--- config.mk ---
export PLATFORM = sky130hd
export DESIGN_NAME = fstring_field_lint_scanner
export DESIGN_NICKNAME = d
export VERILOG_FILES = /design/src/ffls_pkg.sv /design/src/fstring_field_lint_scanner.sv /design/src/ffls_front.sv /design/src/ffls_queue.sv /design/src/ffls_back.sv
export SDC_FILE = /design/constraint.sdc
export NUM_CORES = 1
export LEC_CHECK = 0
export BUFFER_PORTS_ARGS = -buffer_cell sky130_fd_sc_hd__buf_2
export CAP_MARGIN = 25
export CORE_MARGIN = 2
export CORE_UTILIZATION = 49
export CTS_BUF_LIST = sky130_fd_sc_hd__clkbuf_4
export CTS_CLUSTER_DIAMETER = 120
export DETAILED_ROUTE_END_ITERATION = 6
export GPL_TIMING_DRIVEN = 0
export PLACE_DENSITY = 0.7
export SETUP_SLACK_MARGIN = 0.15
export SYNTH_ARGS = -nofsm -noshare
export SYNTH_HDL_FRONTEND = slang
export SYNTH_SLANG_ARGS = --single-unit
--- constraint.sdc ---
create_clock -name clk -period 11.48 [get_ports clk]
set_input_delay 1.722 -clock clk [delete_from_list [all_inputs] [get_ports clk]]
set_output_delay 1.722 -clock clk [all_outputs]
set_load 0.03 [all_outputs]
--- src/ffls_pkg.sv ---
// shared types, constants and helpers for the f-string field lint scanner
// depends on nothing; every other file of the block imports it
package ffls_pkg;

    localparam int LINE_BITS_DEF  = 32;
    localparam int DEPTH_BITS_DEF = 16;
    localparam int QUEUE_DEPTH    = 4;

    localparam logic [7:0] CH_LBRACE = 8'h7B;
    localparam logic [7:0] CH_RBRACE = 8'h7D;
    localparam logic [7:0] CH_HASH   = 8'h23;
    localparam logic [7:0] CH_UPPER_F = 8'h46;
    localparam logic [7:0] CH_LOWER_F = 8'h66;
    localparam logic [7:0] CH_DQUOTE = 8'h22;
    localparam logic [7:0] CH_SQUOTE = 8'h27;
    localparam logic [7:0] CH_BSLASH = 8'h5C;
    localparam logic [7:0] CH_NEWLINE = 8'h0A;

    localparam logic KIND_PLAIN_FIELD = 1'b0;
    localparam logic KIND_FSTR_EMPTY  = 1'b1;

    typedef struct packed {
        logic [7:0] byte_value;
        logic       first_of_file;
    } in_item_t;

    typedef struct packed {
        logic        warning_kind;
        logic [31:0] line_number;
        logic [31:0] issue_count;
    } out_item_t;

    // warning found by the lexer, waiting for its issue number
    typedef struct packed {
        logic        restart;
        logic        warning_kind;
        logic [31:0] line_number;
    } warn_event_t;

    function automatic logic is_separator(input logic [7:0] c);
        logic r;
        begin
            unique case (c)
                8'h09, 8'h0A, 8'h0D, 8'h20, 8'h25, 8'h26, 8'h28, 8'h29,
                8'h2A, 8'h2B, 8'h2D, 8'h2F, 8'h3A, 8'h3C, 8'h3D, 8'h3E,
                8'h5B, 8'h5D, 8'h5E, 8'h7E: r = 1'b1;
                default: r = 1'b0;
            endcase
            return r;
        end
    endfunction

endpackage

--- src/fstring_field_lint_scanner.sv ---
// top level of the f-string field lint scanner: front lexer, event fifo, back end
// depends on ffls_pkg, ffls_front, ffls_queue, ffls_back
//
// Takes one Python source byte per clock (push while full is low) and reports a
// result only when a string closes and is suspicious: a plain string holding
// unnested, closed {fields}, or an f-string with none, nested ones or an open
// brace. Each result carries the 1-based line number and the running warning
// count for the file, both saturating at 32 bits; first_of_file on a byte
// restarts the lexer, the line count and the warning numbering before that
// byte. The lexer handles one byte per cycle while full is low; full rises only
// when the four-entry warning fifo and the result register are all occupied
// because the result side is not popping. A result passes from the lexer
// through the warning fifo into the result register once that register is free.
module fstring_field_lint_scanner
    import ffls_pkg::*;
#(
    parameter int LINE_BITS  = LINE_BITS_DEF,
    parameter int DEPTH_BITS = DEPTH_BITS_DEF
)
(
    input  logic      clk,
    input  logic      rst_n,
    input  logic      push,
    output logic      full,
    input  in_item_t  item,
    output logic      empty,
    input  logic      pop,
    output out_item_t result
);

    logic        take;
    logic        ev_valid;
    warn_event_t ev_in, ev_out;
    logic        q_full, q_empty, q_rd;

    // the front only advances when its possible warning has room
    assign full = q_full;
    assign take = push && !q_full;

    ffls_front #(
        .LINE_BITS  (LINE_BITS),
        .DEPTH_BITS (DEPTH_BITS)
    ) u_front (
        .clk      (clk),
        .rst_n    (rst_n),
        .take     (take),
        .item     (item),
        .ev_valid (ev_valid),
        .ev       (ev_in)
    );

    ffls_queue #(
        .DEPTH (QUEUE_DEPTH)
    ) u_queue (
        .clk     (clk),
        .rst_n   (rst_n),
        .wr_en   (ev_valid),
        .wr_data (ev_in),
        .q_full  (q_full),
        .rd_en   (q_rd),
        .q_empty (q_empty),
        .rd_data (ev_out)
    );

    ffls_back u_back (
        .clk     (clk),
        .rst_n   (rst_n),
        .q_empty (q_empty),
        .ev      (ev_out),
        .q_rd    (q_rd),
        .empty   (empty),
        .pop     (pop),
        .result  (result)
    );

endmodule

--- src/ffls_front.sv ---
// lexer front end: takes one source byte per request and finds string warnings
// depends on ffls_pkg; feeds ffls_queue
module ffls_front
    import ffls_pkg::*;
#(
    parameter int LINE_BITS  = LINE_BITS_DEF,
    parameter int DEPTH_BITS = DEPTH_BITS_DEF
)
(
    input  logic        clk,
    input  logic        rst_n,
    input  logic        take,
    input  in_item_t    item,
    output logic        ev_valid,
    output warn_event_t ev
);

    typedef enum logic [11:0] {
        S_IDLE        = 12'b0000_0000_0001,
        S_PREFIX      = 12'b0000_0000_0010,
        S_STR_SQ      = 12'b0000_0000_0100,
        S_STR_DQ      = 12'b0000_0000_1000,
        S_FSTR_SQ     = 12'b0000_0001_0000,
        S_FSTR_DQ     = 12'b0000_0010_0000,
        S_ESC_STR_SQ  = 12'b0000_0100_0000,
        S_ESC_STR_DQ  = 12'b0000_1000_0000,
        S_ESC_FSTR_SQ = 12'b0001_0000_0000,
        S_ESC_FSTR_DQ = 12'b0010_0000_0000,
        S_TOKEN       = 12'b0100_0000_0000,
        S_COMMENT     = 12'b1000_0000_0000
    } scan_state_t;

    scan_state_t             state_reg, state_next, state_base;
    logic [DEPTH_BITS-1:0]   depth_reg, depth_next, depth_base, depth_inc;
    logic [DEPTH_BITS-1:0]   peak_reg, peak_next, peak_base;
    logic [LINE_BITS-1:0]    line_reg, line_next, line_base;
    logic                    restart_reg, restart_next;
    logic [31:0]             line_sat;
    logic [7:0]              c;
    logic                    in_string, dq, fstr, one_field, warn;

    assign c = item.byte_value;

    always_comb
    begin
        state_base = item.first_of_file ? S_IDLE : state_reg;
        depth_base = item.first_of_file ? '0 : depth_reg;
        peak_base  = item.first_of_file ? '0 : peak_reg;
        line_base  = item.first_of_file ? LINE_BITS'(1) : line_reg;
    end

    // newline is counted before the byte is scanned
    assign line_next = (c == CH_NEWLINE && line_base != '1) ? line_base + 1'b1 : line_base;

    generate
        if (LINE_BITS > 32)
        begin : g_line_wide
            assign line_sat = (|line_next[LINE_BITS-1:32]) ? 32'hFFFF_FFFF : line_next[31:0];
        end
        else
        begin : g_line_narrow
            assign line_sat = 32'(line_next);
        end
    endgenerate

    assign in_string = (state_base == S_STR_SQ) || (state_base == S_STR_DQ)
                    || (state_base == S_FSTR_SQ) || (state_base == S_FSTR_DQ);
    assign dq        = (state_base == S_STR_DQ) || (state_base == S_FSTR_DQ);
    assign fstr      = (state_base == S_FSTR_SQ) || (state_base == S_FSTR_DQ);
    assign one_field = (depth_base == '0) && (peak_base == DEPTH_BITS'(1));
    assign depth_inc = (depth_base != '1) ? depth_base + 1'b1 : depth_base;

    always_comb
    begin
        state_next = state_base;
        depth_next = depth_base;
        peak_next  = peak_base;
        warn       = 1'b0;
        unique case (state_base)
            S_PREFIX:
            begin
                if (c == CH_SQUOTE)
                    state_next = S_FSTR_SQ;
                else if (c == CH_DQUOTE)
                    state_next = S_FSTR_DQ;
                else
                    state_next = S_IDLE;
            end
            S_STR_SQ, S_STR_DQ, S_FSTR_SQ, S_FSTR_DQ:
            begin
                if (c == CH_LBRACE)
                begin
                    depth_next = depth_inc;
                    if (depth_inc > peak_base)
                        peak_next = depth_inc;
                end
                else if (c == CH_RBRACE)
                begin
                    if (depth_base != '0)
                        depth_next = depth_base - 1'b1;
                end
                else if (c == CH_BSLASH)
                begin
                    unique case (state_base)
                        S_STR_SQ:  state_next = S_ESC_STR_SQ;
                        S_STR_DQ:  state_next = S_ESC_STR_DQ;
                        S_FSTR_SQ: state_next = S_ESC_FSTR_SQ;
                        default:   state_next = S_ESC_FSTR_DQ;
                    endcase
                end
                else if ((c == CH_SQUOTE && !dq) || (c == CH_DQUOTE && dq))
                begin
                    warn       = fstr != one_field;
                    state_next = S_IDLE;
                    depth_next = '0;
                    peak_next  = '0;
                end
            end
            S_ESC_STR_SQ:  state_next = S_STR_SQ;
            S_ESC_STR_DQ:  state_next = S_STR_DQ;
            S_ESC_FSTR_SQ: state_next = S_FSTR_SQ;
            S_ESC_FSTR_DQ: state_next = S_FSTR_DQ;
            S_TOKEN:
            begin
                if (c == CH_SQUOTE)
                    state_next = S_STR_SQ;
                else if (c == CH_DQUOTE)
                    state_next = S_STR_DQ;
                else if (c == CH_HASH)
                    state_next = S_COMMENT;
                else if (is_separator(c))
                    state_next = S_IDLE;
            end
            S_COMMENT:
            begin
                if (c == CH_NEWLINE)
                    state_next = S_IDLE;
            end
            default:
            begin
                if (c == CH_UPPER_F || c == CH_LOWER_F)
                    state_next = S_PREFIX;
                else if (c == CH_SQUOTE)
                    state_next = S_STR_SQ;
                else if (c == CH_DQUOTE)
                    state_next = S_STR_DQ;
                else if (c == CH_HASH)
                    state_next = S_COMMENT;
                else if (is_separator(c))
                    state_next = S_IDLE;
                else
                    state_next = S_TOKEN;
            end
        endcase
    end

    // a file restart travels with the next warning so the back end can renumber
    assign restart_next = warn ? 1'b0 : (item.first_of_file | restart_reg);

    assign ev_valid        = take && warn;
    assign ev.restart      = item.first_of_file | restart_reg;
    assign ev.warning_kind = fstr ? KIND_FSTR_EMPTY : KIND_PLAIN_FIELD;
    assign ev.line_number  = line_sat;

    always_ff @(posedge clk or negedge rst_n)
    begin
        if (!rst_n)
        begin
            state_reg   <= S_IDLE;
            depth_reg   <= '0;
            peak_reg    <= '0;
            line_reg    <= LINE_BITS'(1);
            restart_reg <= 1'b0;
        end
        else if (take)
        begin
            state_reg   <= state_next;
            depth_reg   <= depth_next;
            peak_reg    <= peak_next;
            line_reg    <= line_next;
            restart_reg <= restart_next;
        end
    end

endmodule

--- src/ffls_queue.sv ---
// short fifo of warning events between the lexer and the numbering stage
// depends on ffls_pkg
module ffls_queue
    import ffls_pkg::*;
#(
    parameter int DEPTH = QUEUE_DEPTH
)
(
    input  logic        clk,
    input  logic        rst_n,
    input  logic        wr_en,
    input  warn_event_t wr_data,
    output logic        q_full,
    input  logic        rd_en,
    output logic        q_empty,
    output warn_event_t rd_data
);

    localparam int PTR_BITS = (DEPTH > 1) ? $clog2(DEPTH) : 1;
    localparam int CNT_BITS = $clog2(DEPTH + 1);

    warn_event_t         slot_reg [DEPTH];
    logic [PTR_BITS-1:0] wr_ptr_reg, wr_ptr_next;
    logic [PTR_BITS-1:0] rd_ptr_reg, rd_ptr_next;
    logic [CNT_BITS-1:0] cnt_reg, cnt_next;
    logic                do_wr, do_rd;

    assign q_full  = cnt_reg == CNT_BITS'(DEPTH);
    assign q_empty = cnt_reg == '0;
    assign do_wr   = wr_en && !q_full;
    assign do_rd   = rd_en && !q_empty;
    assign rd_data = slot_reg[rd_ptr_reg];

    always_comb
    begin
        wr_ptr_next = wr_ptr_reg;
        rd_ptr_next = rd_ptr_reg;
        if (do_wr)
            wr_ptr_next = (wr_ptr_reg == PTR_BITS'(DEPTH - 1)) ? '0 : wr_ptr_reg + 1'b1;
        if (do_rd)
            rd_ptr_next = (rd_ptr_reg == PTR_BITS'(DEPTH - 1)) ? '0 : rd_ptr_reg + 1'b1;
        cnt_next = cnt_reg + CNT_BITS'(do_wr) - CNT_BITS'(do_rd);
    end

    always_ff @(posedge clk or negedge rst_n)
    begin
        if (!rst_n)
        begin
            wr_ptr_reg <= '0;
            rd_ptr_reg <= '0;
            cnt_reg    <= '0;
        end
        else
        begin
            wr_ptr_reg <= wr_ptr_next;
            rd_ptr_reg <= rd_ptr_next;
            cnt_reg    <= cnt_next;
        end
    end

    always_ff @(posedge clk)
    begin
        if (do_wr)
            slot_reg[wr_ptr_reg] <= wr_data;
    end

endmodule

--- src/ffls_back.sv ---
// back end: numbers each warning and holds it in the result register
// depends on ffls_pkg; drains ffls_queue
module ffls_back
    import ffls_pkg::*;
(
    input  logic        clk,
    input  logic        rst_n,
    input  logic        q_empty,
    input  warn_event_t ev,
    output logic        q_rd,
    output logic        empty,
    input  logic        pop,
    output out_item_t   result
);

    logic        valid_reg, valid_next;
    out_item_t   out_reg, out_next;
    logic [31:0] count_reg, count_next;
    logic        load;

    // refill when the register is free or being taken this cycle
    assign load = !q_empty && (!valid_reg || pop);
    assign q_rd = load;

    always_comb
    begin
        count_next = count_reg;
        if (ev.restart)
            count_next = 32'd1;
        else if (count_reg != 32'hFFFF_FFFF)
            count_next = count_reg + 32'd1;
    end

    always_comb
    begin
        out_next.warning_kind = ev.warning_kind;
        out_next.line_number  = ev.line_number;
        out_next.issue_count  = count_next;
        valid_next = load ? 1'b1 : (valid_reg && !pop);
    end

    assign empty  = !valid_reg;
    assign result = out_reg;

    always_ff @(posedge clk or negedge rst_n)
    begin
        if (!rst_n)
        begin
            valid_reg <= 1'b0;
            count_reg <= '0;
        end
        else
        begin
            valid_reg <= valid_next;
            if (load)
                count_reg <= count_next;
        end
    end

    always_ff @(posedge clk)
    begin
        if (load)
            out_reg <= out_next;
    end

endmodule

==> results summary, run 1 <==
The flow ran to the end, and the final reports show no timing, DRC or antenna violations. The insertion delay of the later-clocked pin in the worst-skew pair came out at roughly 0.76 ns. After synthesis, the netlist uses 77 different library cells.

The mean cell area of the mapped netlist is 11.50 um2. The number of stages on the worst hold path came out at 1. The worst setup path is launched from a primary input. For this block, the routed nets add up to around 40 mm of wire. The final weighted congestion in routability-driven placement is ~0.94.

The worst relative slew slack came out at 25.88%. The fraction of power spent switching nets is approximately a third. The total placed cells including tap cells is about 1.9k.

The sum of internal, switching and leakage power is roughly 0.0033 W. In this run the deepest clock path goes through 3 buffers. The number of H-tree levels is 3. The worst setup path is captured at a register. Once layout is done, the placed cells without fillers occupy approximately 0.018 mm2. The via count of the first global-routing pass is between 10k and 15k. The count of nets left with antenna violations once routing finished came out at 0. The post-route fraction of the period consumed by the critical path came out at just under 60%. The number of cells on the worst reg-to-reg path is 16. The total of warnings raised by yosys is 0. For this configuration, the core starts out at a cell density of 49.43%. In this run, flip-flops and latches consume between 40 and 50% of the power.

The share of flip-flops with an asynchronous set or reset after synthesis is between 30% and 40%. The critical path class is primary input to register. The endpoint required time on the critical path came out at 11.92 ns. The number of hold-slack violations in the final timing report is 0. The global-route wire length before repair came out at 62.82 mm. The number of buffers added for setup after CTS came out at 0. At the end of the flow, the number of nets in the layout was roughly 1.6k. The tool flagged a number of max-cap violations equal to 0. The floorplan core area is around 0.032 mm2. The total die area came out at approximately 0.034 mm2. In the layout the commonest cells are sky130_fd_sc_hd__edfxtp_1, sky130_fd_sc_hd__nor2_1, sky130_fd_sc_hd__clkbuf_4. The HPWL after detailed placement came out at 27.00 mm. The initial antenna violation count is 2.

The number of hold buffers added after CTS is 0. The master cell of the clock root buffer is sky130_fd_sc_hd__clkbuf_4. The critical path's most frequent cell is sky130_fd_sc_hd__clkbuf_1.

The number of clock buffers added by TritonCTS is 86. For this design the ratio of total power to cell area is about 180 mW/mm2. The y dimension of the die is 184.5 um.

The summed negative setup slack over all endpoints came out at 0 ns. The routed via count divided by cell count is around 5.8. The design internal power came out at 0.002165 W. In the final routed layout, each cell accounts on average for 18.97 um.

The total placed instance area came out at between 0.015 and 0.02 mm2. The clock tree from TritonCTS is yes. The maximum resistive drop on vdd came out at between 0.0001 and 0.00015 V. The largest net degree at the start of global routing came out at 69.

The iteration count of the initial detailed-routing pass came out at 6. The final number of max-transition violations came out at 0. 80 I/O pins were placed. Between clock sinks in the finished design, the worst skew comes to approximately 0.091 ns.

The register with the most flip-flops in the layout has between 100 and 150 of them. The largest stage delay on the critical path came out at ~0.67 ns. The final route contains between 10k and 15k vias. Sequential cells were found to cover 56.17% of the synthesized design area. The path class of the tightest hold or removal check is register to register. For this design, the sink count on the clock tree is ~320. The total net switching power came out at roughly 0.0011 W. The total setup violations reported at the end of the flow came out at 0.

The gate count after technology mapping is 1388. The arrival time at the worst endpoint is ~7.2 ns. For the pin with the worst max-slew slack, the measured transition is roughly 1.1 ns. The number of flops mapped to enable cells by yosys is about 200. Setup repair after global routing left no endpoint under its margin. Of the total power, combinational logic draws 26.1%.

The width of the chip is ~180 um. The static leakage is approximately 6.6 nW. The number of nets in the synthesized netlist is about 1.4k.

Once the clock tree was built, the resizer swapped 0 gates to a different size. The final non-filler cell total came out at around 2.1k. The post-synthesis sequential element count is around 320.

The leading register cell type out of synthesis is sky130_fd_sc_hd__edfxtp_1. The global-route usage over all layers is a little under a quarter. The count of buffers added on input and output ports is 78. Summing every instance area after synthesis gives 0.01596 mm2. The total DRC errors in the routed layout came out at 0. Along the worst path, the maximum fanout reaches 10. The largest individual stage delay along the critical path comes from the cell sky130_fd_sc_hd__clkbuf_1.

The number of placement rows came out at between 60 and 70. Summed over all layers, the global routing overflow is 0. The worst path in the final design needs a cycle of around 6.8 ns, including I/O delays and setup. The area overhead of the layout relative to synthesis came out at 13.87%. The maximum frequency from static timing analysis is ~0.15 GHz. The portion of total power attributed to the clock network is a little under a third. Cells with a size suffix above 1 make up roughly 18% of the layout. The number of DRC markers in iteration 0 came out at between 1k and 1.5k.

Leaving out fill and tap cells, the most frequent cell in the layout is sky130_fd_sc_hd__edfxtp_1. Walking the worst path, the cells encountered are buf_2 -> clkbuf_1 -> clkbuf_1 -> clkbuf_1 -> clkbuf_1 -> clkbuf_1 -> nor2_1 -> inv_1 -> ha_1 -> and3_1 -> nand4_1 -> or3_1 -> clkbuf_1 -> or4_1 -> xnor2_1. The clock edge transition at the registers on the reported setup and hold paths came out at 0.06 ns.
## synthesized netlist by cell type, types with 4 or more instances
cell | n | share of area [%]
sky130_fd_sc_hd__mux2i_1 | 17 | 1.1
sky130_fd_sc_hd__o41ai_1 | 6 | 0.33
sky130_fd_sc_hd__nor4_1 | 22 | 0.86
sky130_fd_sc_hd__a32oi_1 | 5 | 0.27
sky130_fd_sc_hd__nand2_1 | 123 | 2.9
sky130_fd_sc_hd__buf_2 | 6 | 0.19
sky130_fd_sc_hd__nor3_1 | 31 | 0.97
sky130_fd_sc_hd__nand2b_1 | 7 | 0.27
sky130_fd_sc_hd__edfxtp_1 | 201 | 38
sky130_fd_sc_hd__nor2_1 | 132 | 3.1
sky130_fd_sc_hd__dfrtp_1 | 115 | 18
sky130_fd_sc_hd__nand3_1 | 36 | 1.1
sky130_fd_sc_hd__or3_1 | 7 | 0.27
sky130_fd_sc_hd__mux4_2 | 34 | 4.8
sky130_fd_sc_hd__nor2b_1 | 24 | 0.94
sky130_fd_sc_hd__o31ai_1 | 32 | 1.5
sky130_fd_sc_hd__ha_1 | 26 | 2.0
sky130_fd_sc_hd__nand3b_1 | 4 | 0.19
sky130_fd_sc_hd__mux2_2 | 5 | 0.35
sky130_fd_sc_hd__and4_1 | 13 | 0.71
sky130_fd_sc_hd__a31oi_1 | 13 | 0.51
sky130_fd_sc_hd__and3_1 | 22 | 0.86
sky130_fd_sc_hd__a22o_1 | 24 | 1.3
sky130_fd_sc_hd__o21ai_0 | 80 | 2.5
sky130_fd_sc_hd__inv_1 | 32 | 0.75
sky130_fd_sc_hd__buf_1 | 11 | 0.26
sky130_fd_sc_hd__o21a_1 | 5 | 0.24
sky130_fd_sc_hd__clkbuf_1 | 64 | 1.5
sky130_fd_sc_hd__nor3b_1 | 6 | 0.28
sky130_fd_sc_hd__o211ai_1 | 15 | 0.71
sky130_fd_sc_hd__o22ai_1 | 5 | 0.20
sky130_fd_sc_hd__xor2_1 | 31 | 1.7
sky130_fd_sc_hd__xnor2_1 | 39 | 2.1
sky130_fd_sc_hd__and2_1 | 18 | 0.71
sky130_fd_sc_hd__or4_1 | 9 | 0.42
sky130_fd_sc_hd__a41oi_1 | 5 | 0.27
sky130_fd_sc_hd__a211oi_1 | 7 | 0.33
sky130_fd_sc_hd__a21o_1 | 8 | 0.38
sky130_fd_sc_hd__nand4_1 | 29 | 1.1
sky130_fd_sc_hd__a21oi_1 | 48 | 1.5
sky130_fd_sc_hd__a221o_1 | 8 | 0.50
## power by group through the flow
stage	clock (W)	sequential, W	combinational, W
6_report	0.00100	0.00141	0.000852
5_1_grt	0.00109	0.00142	0.000931
4_1_cts	0.00103	0.00141	0.000861
3_5_place_dp	0	0.00143	0.000859
3_3_place_gp	0	0.00144	0.000827
2_1_floorplan	0	0.00159	0.000443
## through the flow
stage               hold WS [ns]  setup WS [ns]  util (%)
floorplan                 0.4419          5.991         -
global placement          0.4515          3.297     52.36
detailed placement        0.4625          4.091     52.87
CTS                       0.4753          4.867     56.27
global route              0.5063          4.451     56.29
finish                    0.4779          4.712     56.29
## final timing paths
kind                                 startpoint                       to  slack [ns]
setup / recovery                        item[0]  u_queue.slot_reg[3][16]        4.71
hold / removal              u_front.peak_reg[0]      u_front.peak_reg[0]        0.48
setup reg to reg           u_front.depth_reg[0]     u_front.peak_reg[11]        6.76
hold reg to reg             u_front.peak_reg[0]      u_front.peak_reg[0]        0.48
max in group asynchronous                 rst_n     u_front.line_reg[10]        9.77
min in group asynchronous                 rst_n    u_front.depth_reg[10]        0.94
## cells by family (layout without fill, tap and decap cells)
logic type                 after synthesis  after routing  synth area share, %
and+or+nand+nor                        507            507                16.27
DFF                                    318            318                56.17
AOI/OAI and AO/OA                      294            294                12.47
buffers and inverters                  116            358                2.869
xor gates and xnor gates                70             70                3.841
muxes                                   56             56                6.216
adders and majority gates               27             27                2.164
other                                    0              1                    0
## per-layer routing
layer | vias up | global-route usage [%] | part of all wire, %
met1 | 5878 | 31.37 | 43
li1 | 5676 | - | -
met5 | - | 0 | 0.033
met3 | 98 | 4.426 | 6.2
met4 | 2 | 11.87 | 3.8
met2 | 451 | 37.64 | 47
## critical path, delay by kind of cell
family	cells	cell delay [ns]
xor+xnor	1	0.39
fa+ha+maj	1	0.14
buf+inv	8	3.38
simple gates	5	1.54
## cell type report
type	count	area, um2
inverters	33	123.9
clock inverters	33	173.9
plain buffers	83	337.8
well taps	442	553.0
multi-input cells	954	6543
fillers	2784	14110
repair buffers	86	551.8
flip-flops and latches	318	8966
clock buffers	123	923.4
diodes	1	2.502
No activity file was read; power rests on OpenSTA's default activity.
==> run 2, diff against run 1 <==
--- a/config.mk
+++ b/config.mk
@@ -13,7 +13,7 @@
 export CTS_CLUSTER_DIAMETER = 120
 export DETAILED_ROUTE_END_ITERATION = 6
 export GPL_TIMING_DRIVEN = 0
-export PLACE_DENSITY = 0.7
+export PLACE_DENSITY = 0.73
 export SETUP_SLACK_MARGIN = 0.15
 export SYNTH_ARGS = -nofsm -noshare
 export SYNTH_HDL_FRONTEND = slang
==> constraint.sdc (replaced) <==
create_clock -name clk -period 5.4 [get_ports clk]
set_input_delay 0.81 -clock clk [delete_from_list [all_inputs] [get_ports clk]]
set_output_delay 0.81 -clock clk [all_outputs]
set_load 0.03 [all_outputs]
==> results summary, run 2 (synthesized netlist as in run 1, its figures left out) <==
The worst register-to-register path begins at u_front.depth_reg[0]. The top cell types in the final layout, fill and taps aside, are sky130_fd_sc_hd__edfxtp_1, sky130_fd_sc_hd__nor2_1, sky130_fd_sc_hd__clkbuf_4. The final number of max-transition violations is 0 (unchanged).

The post-route antenna net violation count came out at 0 (unchanged). The number of DRC markers in iteration 0 is 980 (-18%). The width of the chip is 184.5 um (unchanged). The count of buffers from port buffering is 78 (unchanged).

The effective utilization at floorplan is 49.43% (unchanged). The total DRC errors in the routed layout came out at 0 (unchanged). The global-route usage over all layers is 23.07% (-0.64 points). The maximum resistive drop on vdd came to 0.0002455 V (+110%). For this run, the top clock speed supported by timing is a little under 0.2 GHz. The share of the core filled with cells in the final layout is 56.27% (about the same). The final critical path time including I/O delays and setup came out at roughly 5.1 ns. The sum of routed wire length over all layers is 38.30 mm (-2.6%).

STA classifies the critical path endpoint as a register. The maximum root-to-sink buffer count came out at 3 (unchanged). The total die area is 0.03403 mm2 (unchanged).

The critical path class is primary input to register. The number of H-tree levels is 3 (unchanged). The average wire per standard cell is 18.54 um (-2.2%).

The total placed cells including tap cells was 1915 (unchanged). The final-layout fill cell count came out at 2700 (-3.0%). The static leakage is 6.664 nW (+0.20%). The area overhead of the layout relative to synthesis was 13.83% (about the same). The maximum net fanout on the critical path came out at 12 (+2). The number of placement rows came to 66 (unchanged).

The HPWL after detailed placement came out at 25.85 mm (-4.3%). The worst slack at placement came out at -1.085 ns (-5.176 ns). The number of max-cap violations is 0 (unchanged). The routed via count divided by cell count is 5.884 (+0.77%). The clock tree from TritonCTS is yes. The tree is rooted in a sky130_fd_sc_hd__clkbuf_4. The y dimension of the die came out at 184.5 um (unchanged). The maximum clock skew at final layout was 0.05946 ns (-0.03201 ns). Tracing the worst setup path back leads to its startpoint at item[0]. Leaving out fill and tap cells, the most frequent cell in the layout is sky130_fd_sc_hd__edfxtp_1. The arrival time at the worst endpoint is 5.70 ns (-1.51 ns).

The number of I/O pins came out at 80 (unchanged). The clock buffer count from CTS came out at 83 (-3.5%). The startpoint of the tightest hold check path is pop. The global-route wire length before repair is 61.53 mm (-2.0%).

The number of nets in the finished design came out at 1599 (-0.19%). The nature of the critical path startpoint is a primary input. The sink count of the clock tree came out at 318 (unchanged).

The via count of the first global-routing pass is 11.59k (-2.3%). Setup repair after global routing left no endpoint under its margin. The detailed-route via count came out at 12.16k (+0.43%). The clock edge transition at the registers on the reported setup and hold paths came out at 0.07 ns (about the same). The final weighted congestion in routability-driven placement came out at 0.9622 (+2.8%).

The initial antenna violation count was 2 (unchanged). The fraction of final layout cells with drive strength greater than 1 was 18.19% (+0.46 points). The power density of the placed cells is 380.1 mW/mm2 (+110%). The largest net degree at the start of global routing is 92 (+33%). The min-delay analysis places its worst path in the category primary input to register.

The final non-filler cell total came out at 2066 (-0.34%). The run finished with clean final reports. The flip-flop count of the largest register, all copies and words added is 136 (unchanged).

The total global routing overflow is 0 (unchanged). The iteration count of the initial detailed-routing pass is 5 (-1). The floorplan core area came out at 0.03229 mm2 (unchanged). The number of hold-slack violations in the final timing report came out at 0 (unchanged). The total setup violations reported at the end of the flow came to 0 (unchanged). The minimum setup slack in the final design came to 0.3473 ns (-4.365 ns).

The actual slew at the worst max-slew pin came to 1.082 ns (-0.02514 ns). The worst relative slew slack came out at 27.56% (+1.7 points). The endpoint required time on the critical path is 6.05 ns (-5.87 ns). The post-route fraction of the period consumed by the critical path is slightly above 90%. The number of buffers added for setup after CTS came out at 0 (unchanged). The insertion delay of the later-clocked pin in the worst-skew pair was 0.77 ns (about the same).
-- run 2: final cells by class --
| type | count | area (um2) | area share, % |
|---|---|---|---|
| sequential | 318 | 8966 | 49.35 |
| multi-input combinational | 954 | 6543 | 36.01 |
| clock buffer | 127 | 953.4 | 5.248 |
| timing repair buffer | 87 | 561.8 | 3.092 |
| tap | 442 | 553.0 | 3.044 |
| buffer | 82 | 339.1 | 1.866 |
| clock inverter | 21 | 123.9 | 0.6818 |
| inverter | 33 | 123.9 | 0.6818 |
| antenna | 2 | 5.005 | 0.02755 |
-- run 2: report_power, final --
group / total [W] / internal, W / leakage (nW) / switching [W]
clock network: 0.00211 / 0.00112 / 0.635 / 0.000988
logic: 0.00179 / 0.000603 / 2.67 / 0.00119
registers: 0.00301 / 0.00290 / 3.35 / 0.000109
-- run 2: metrics by stage --
step	TNS, ns	hold WS, ns	power (W)	area, um2
2_1_floorplan	0	0.4419	0.004320	15960
3_3_place_gp	-336.05	0.4531	0.004805	16910
3_5_place_dp	-208.42	0.4586	0.004861	17070
4_1_cts	0	0.2310	0.006981	18150
5_1_grt	0	0.2349	0.007272	18170
6_report	0	0.2724	0.006907	18170
-- run 2: critical path, cell delays in order --
cell	delay [ns]
sky130_fd_sc_hd__buf_2	0.35
sky130_fd_sc_hd__clkbuf_2	0.40
sky130_fd_sc_hd__clkbuf_1	0.44
sky130_fd_sc_hd__clkbuf_1	0.54
sky130_fd_sc_hd__clkbuf_1	0.64
sky130_fd_sc_hd__nor2_1	0.26
sky130_fd_sc_hd__ha_1	0.37
sky130_fd_sc_hd__a211oi_1	0.07
sky130_fd_sc_hd__o21ai_0	0.17
sky130_fd_sc_hd__o211ai_1	0.12
sky130_fd_sc_hd__a21o_1	0.18
sky130_fd_sc_hd__a2111o_1	0.46
sky130_fd_sc_hd__nor3_2	0.39
sky130_fd_sc_hd__buf_2	0.32
sky130_fd_sc_hd__a22o_1	0.16
-- run 2: repair_timing --
action	4_1_cts	5_1_grt
hold buffers	1	0
gates resized for setup	1	5
endpoints found under the setup margin	189	19
gates cloned	0	0
endpoints found under the hold margin	26	0
-- run 2: path summary, 6_finish.rpt --
path / endpoint / slack (ns) / cells past startpoint
min in group asynchronous: u_back.count_reg[22] / 0.48 / 2
hold / removal: u_back.valid_reg / 0.27 / 2
setup / recovery: u_front.peak_reg[6] / 0.35 / 15
max in group asynchronous: u_front.peak_reg[6] / 4.02 / 3
hold reg to reg: u_front.restart_reg / 0.49 / 2
setup reg to reg: u_front.peak_reg[6] / 0.47 / 16
-- run 2: layer usage --
layer,GRT usage (%),vias up,part of all wire [%]
li1,-,5677,-
met1,31.39,5923,43
met2,36.38,467,47
met3,4.861,90,6.8
met4,9.120,0,2.8
met5,0,-,0
==> run 3, diff against run 2 <==
--- a/config.mk
+++ b/config.mk
@@ -7,7 +7,7 @@
 export LEC_CHECK = 0
 export BUFFER_PORTS_ARGS = -buffer_cell sky130_fd_sc_hd__buf_2
 export CAP_MARGIN = 25
-export CORE_MARGIN = 2
+export CORE_MARGIN = 5
 export CORE_UTILIZATION = 49
 export CTS_BUF_LIST = sky130_fd_sc_hd__clkbuf_4
 export CTS_CLUSTER_DIAMETER = 120
==> results summary, run 3 (synthesized netlist as in run 1, its figures left out) <==
The number of H-tree levels is 3 (unchanged). The sum of internal, switching and leakage power came out at 0.006922 W (+0.22%). The maximum net fanout on the critical path came out at 12 (unchanged). The endpoint required time on the critical path is 6.09 ns (+0.04 ns). The detailed-route via count came out at 12.21k (+0.47%). The fraction of final layout cells with drive strength greater than 1 came out at 18.40% (+0.21 points).

The library cell used most frequently in the layout, excluding fill and tap cells, is sky130_fd_sc_hd__edfxtp_1. The power density of the placed cells came out at 381.0 mW/mm2 (+0.22%). The largest net degree at the start of global routing is 86 (-6.5%). The final critical path time including I/O delays and setup is 5.037 ns (-0.01574 ns). STA classifies the critical path endpoint as a register. The global-route usage over all layers came out at 21.69% (-1.4 points). The maximum resistive drop on vdd came out at 0.0001754 V (-29%). The actual slew at the worst max-slew pin came out at 1.110 ns (+0.02793 ns). The final number of max-transition violations came out at 0 (unchanged). The post-route antenna net violation count came out at 0 (unchanged). The maximum clock skew at final layout is 0.08011 ns (+0.02066 ns). The final weighted congestion in routability-driven placement came out at 0.9209 (-4.3%). The HPWL after detailed placement came out at 26.80 mm (+3.7%). The number of DRC markers in iteration 0 is 921 (-6.0%). The count of buffers from port buffering was 78 (unchanged). The flow ran to the end, and the final reports show no timing, DRC or antenna violations. The insertion delay of the later-clocked pin in the worst-skew pair came to 0.77 ns (about the same). The worst slack on hold paths was 0.3317 ns (+0.05928 ns). The arrival time at the worst endpoint is 5.72 ns (+0.02 ns). STA classifies the critical path startpoint as a primary input. The clock edge transition at the registers on the reported setup and hold paths came out at 0.06 ns (about the same). The number of buffers added for setup after CTS is 0 (unchanged).

The tree is rooted in a sky130_fd_sc_hd__clkbuf_4. The iteration count of the initial detailed-routing pass came out at 5 (unchanged). The sum of routed wire length over all layers was 39.12 mm (+2.1%).

The critical path class is primary input to register. The summed negative setup slack over all endpoints came to 0 ns (unchanged). The sink count of the clock tree was 318 (unchanged). The flip-flop count of the largest register, all copies and words added came out at 136 (unchanged).

The total global routing overflow came to 0 (unchanged). The total DRC errors in the routed layout is 0 (unchanged). The initial antenna violation count came to 1 (-1).

The post-route fraction of the period consumed by the critical path came out at 93.28% (-0.29 points). The worst relative slew slack came out at 25.86% (-1.7 points). The path category of the worst min-delay check is primary input to register. The total die area is 0.03628 mm2 (+6.6%). Setup repair after global routing left no endpoint under its margin. The final-layout fill cell count is 2827 (+4.7%). The width of the chip was 190.5 um (+3.3%). The effective utilization at floorplan was 49.31% (-0.13 points). The static leakage is 6.687 nW (+0.36%). The average wire per standard cell is 18.91 um (+2.0%). The via count of the first global-routing pass came to 12.14k (+4.7%). The number of placement rows was 66 (unchanged). The area overhead of the layout relative to synthesis was 13.83% (unchanged). The number of max-cap violations is 0 (unchanged). The maximum root-to-sink buffer count came out at 3 (unchanged). The floorplan core area came to 0.03237 mm2 (+0.26%). The maximum frequency from static timing analysis came to 0.1985 GHz (+0.31%). TritonCTS built the clock tree.

The number of nets in the finished design is 1599 (unchanged). The y dimension of the die came to 190.5 um (+3.3%). The global-route wire length before repair is 62.96 mm (+2.3%). The number of I/O pins is 80 (unchanged). The number of hold-slack violations in the final timing report came out at 0 (unchanged). The routed via count divided by cell count is 5.906 (+0.37%). In the layout the commonest cells are sky130_fd_sc_hd__edfxtp_1, sky130_fd_sc_hd__nor2_1, sky130_fd_sc_hd__clkbuf_4. The total setup violations reported at the end of the flow is 0 (unchanged). The clock buffer count from CTS came out at 83 (unchanged).
## run 3: stage by stage
stage / area [um2] / std cells / util (%) / setup slack (ns)
finish: 18170 / 2068 / 56.13 / 0.3630
global route: 18170 / 2068 / 56.13 / 0.2432
CTS: 18160 / 2066 / 56.09 / 0.2937
detailed placement: 17070 / 1915 / 52.73 / -1.117
global placement: 16910 / 1908 / 52.22 / -1.764
floorplan: 15960 / 1388 / - / 0.8232
## run 3: cell type report
| cell class | instances | area [um2] | area share, % |
|---|---|---|---|
| Buffer | 82 | 339.1 | 1.866 |
| Inverter | 33 | 123.9 | 0.6818 |
| Clock buffer | 129 | 968.4 | 5.330 |
| Sequential cell | 318 | 8966 | 49.35 |
| Timing Repair Buffer | 87 | 561.8 | 3.092 |
| Tap cell | 442 | 553.0 | 3.044 |
| Multi-Input combinational cell | 954 | 6543 | 36.01 |
| Antenna cell | 1 | 2.502 | 0.01377 |
| Clock inverter | 22 | 111.4 | 0.6129 |
## run 3: final timing paths
check / from / endpoint / slack (ns) / depth (start not counted)
max: item[0] / u_front.peak_reg[10] / 0.36 / 15
min: pop / u_back.valid_reg / 0.33 / 2
max reg2reg: u_front.depth_reg[0] / u_front.peak_reg[10] / 0.89 / 17
min reg2reg: u_front.peak_reg[0] / u_front.peak_reg[0] / 0.47 / 1
max in group asynchronous: rst_n / u_front.line_reg[11] / 4.05 / 3
min in group asynchronous: rst_n / u_front.depth_reg[0] / 0.52 / 2
## run 3: what timing repair did
action | CTS | global route
hold buffers | 1 | 0
gates resized for setup | 1 | 5
hold endpoints to repair | 31 | 0
gates cloned | 0 | 0
endpoints found under the setup margin | 220 | 15
## run 3: power breakdown
group	leakage [nW]	switching, W	internal (W)
Sequential	3.35	0.000101	0.00290
Combinational	2.67	0.00120	0.000604
Clock	0.659	0.000987	0.00113
## run 3: critical path, cell delays in order
cell	delay, ns
sky130_fd_sc_hd__buf_2	0.36
sky130_fd_sc_hd__clkbuf_2	0.40
sky130_fd_sc_hd__clkbuf_1	0.44
sky130_fd_sc_hd__clkbuf_1	0.52
sky130_fd_sc_hd__buf_1	0.66
sky130_fd_sc_hd__a21oi_1	0.25
sky130_fd_sc_hd__ha_1	0.37
sky130_fd_sc_hd__o21ai_0	0.07
sky130_fd_sc_hd__o21ai_0	0.16
sky130_fd_sc_hd__o211ai_1	0.12
sky130_fd_sc_hd__a21o_1	0.18
sky130_fd_sc_hd__a2111o_1	0.45
sky130_fd_sc_hd__nor3_2	0.41
sky130_fd_sc_hd__buf_2	0.32
sky130_fd_sc_hd__a22o_1	0.17
## run 3: per-layer routing
layer | track usage (%) | wire length, um | up-vias | share of wire (%)
li1 | - | - | 5662 | -
met1 | 28.26 | 16390 | 6019 | 42
met2 | 35.72 | 18960 | 433 | 48
met3 | 4.394 | 2491 | 100 | 6.4
met4 | 9.033 | 1272 | 0 | 3.3
met5 | 0 | 0 | - | 0
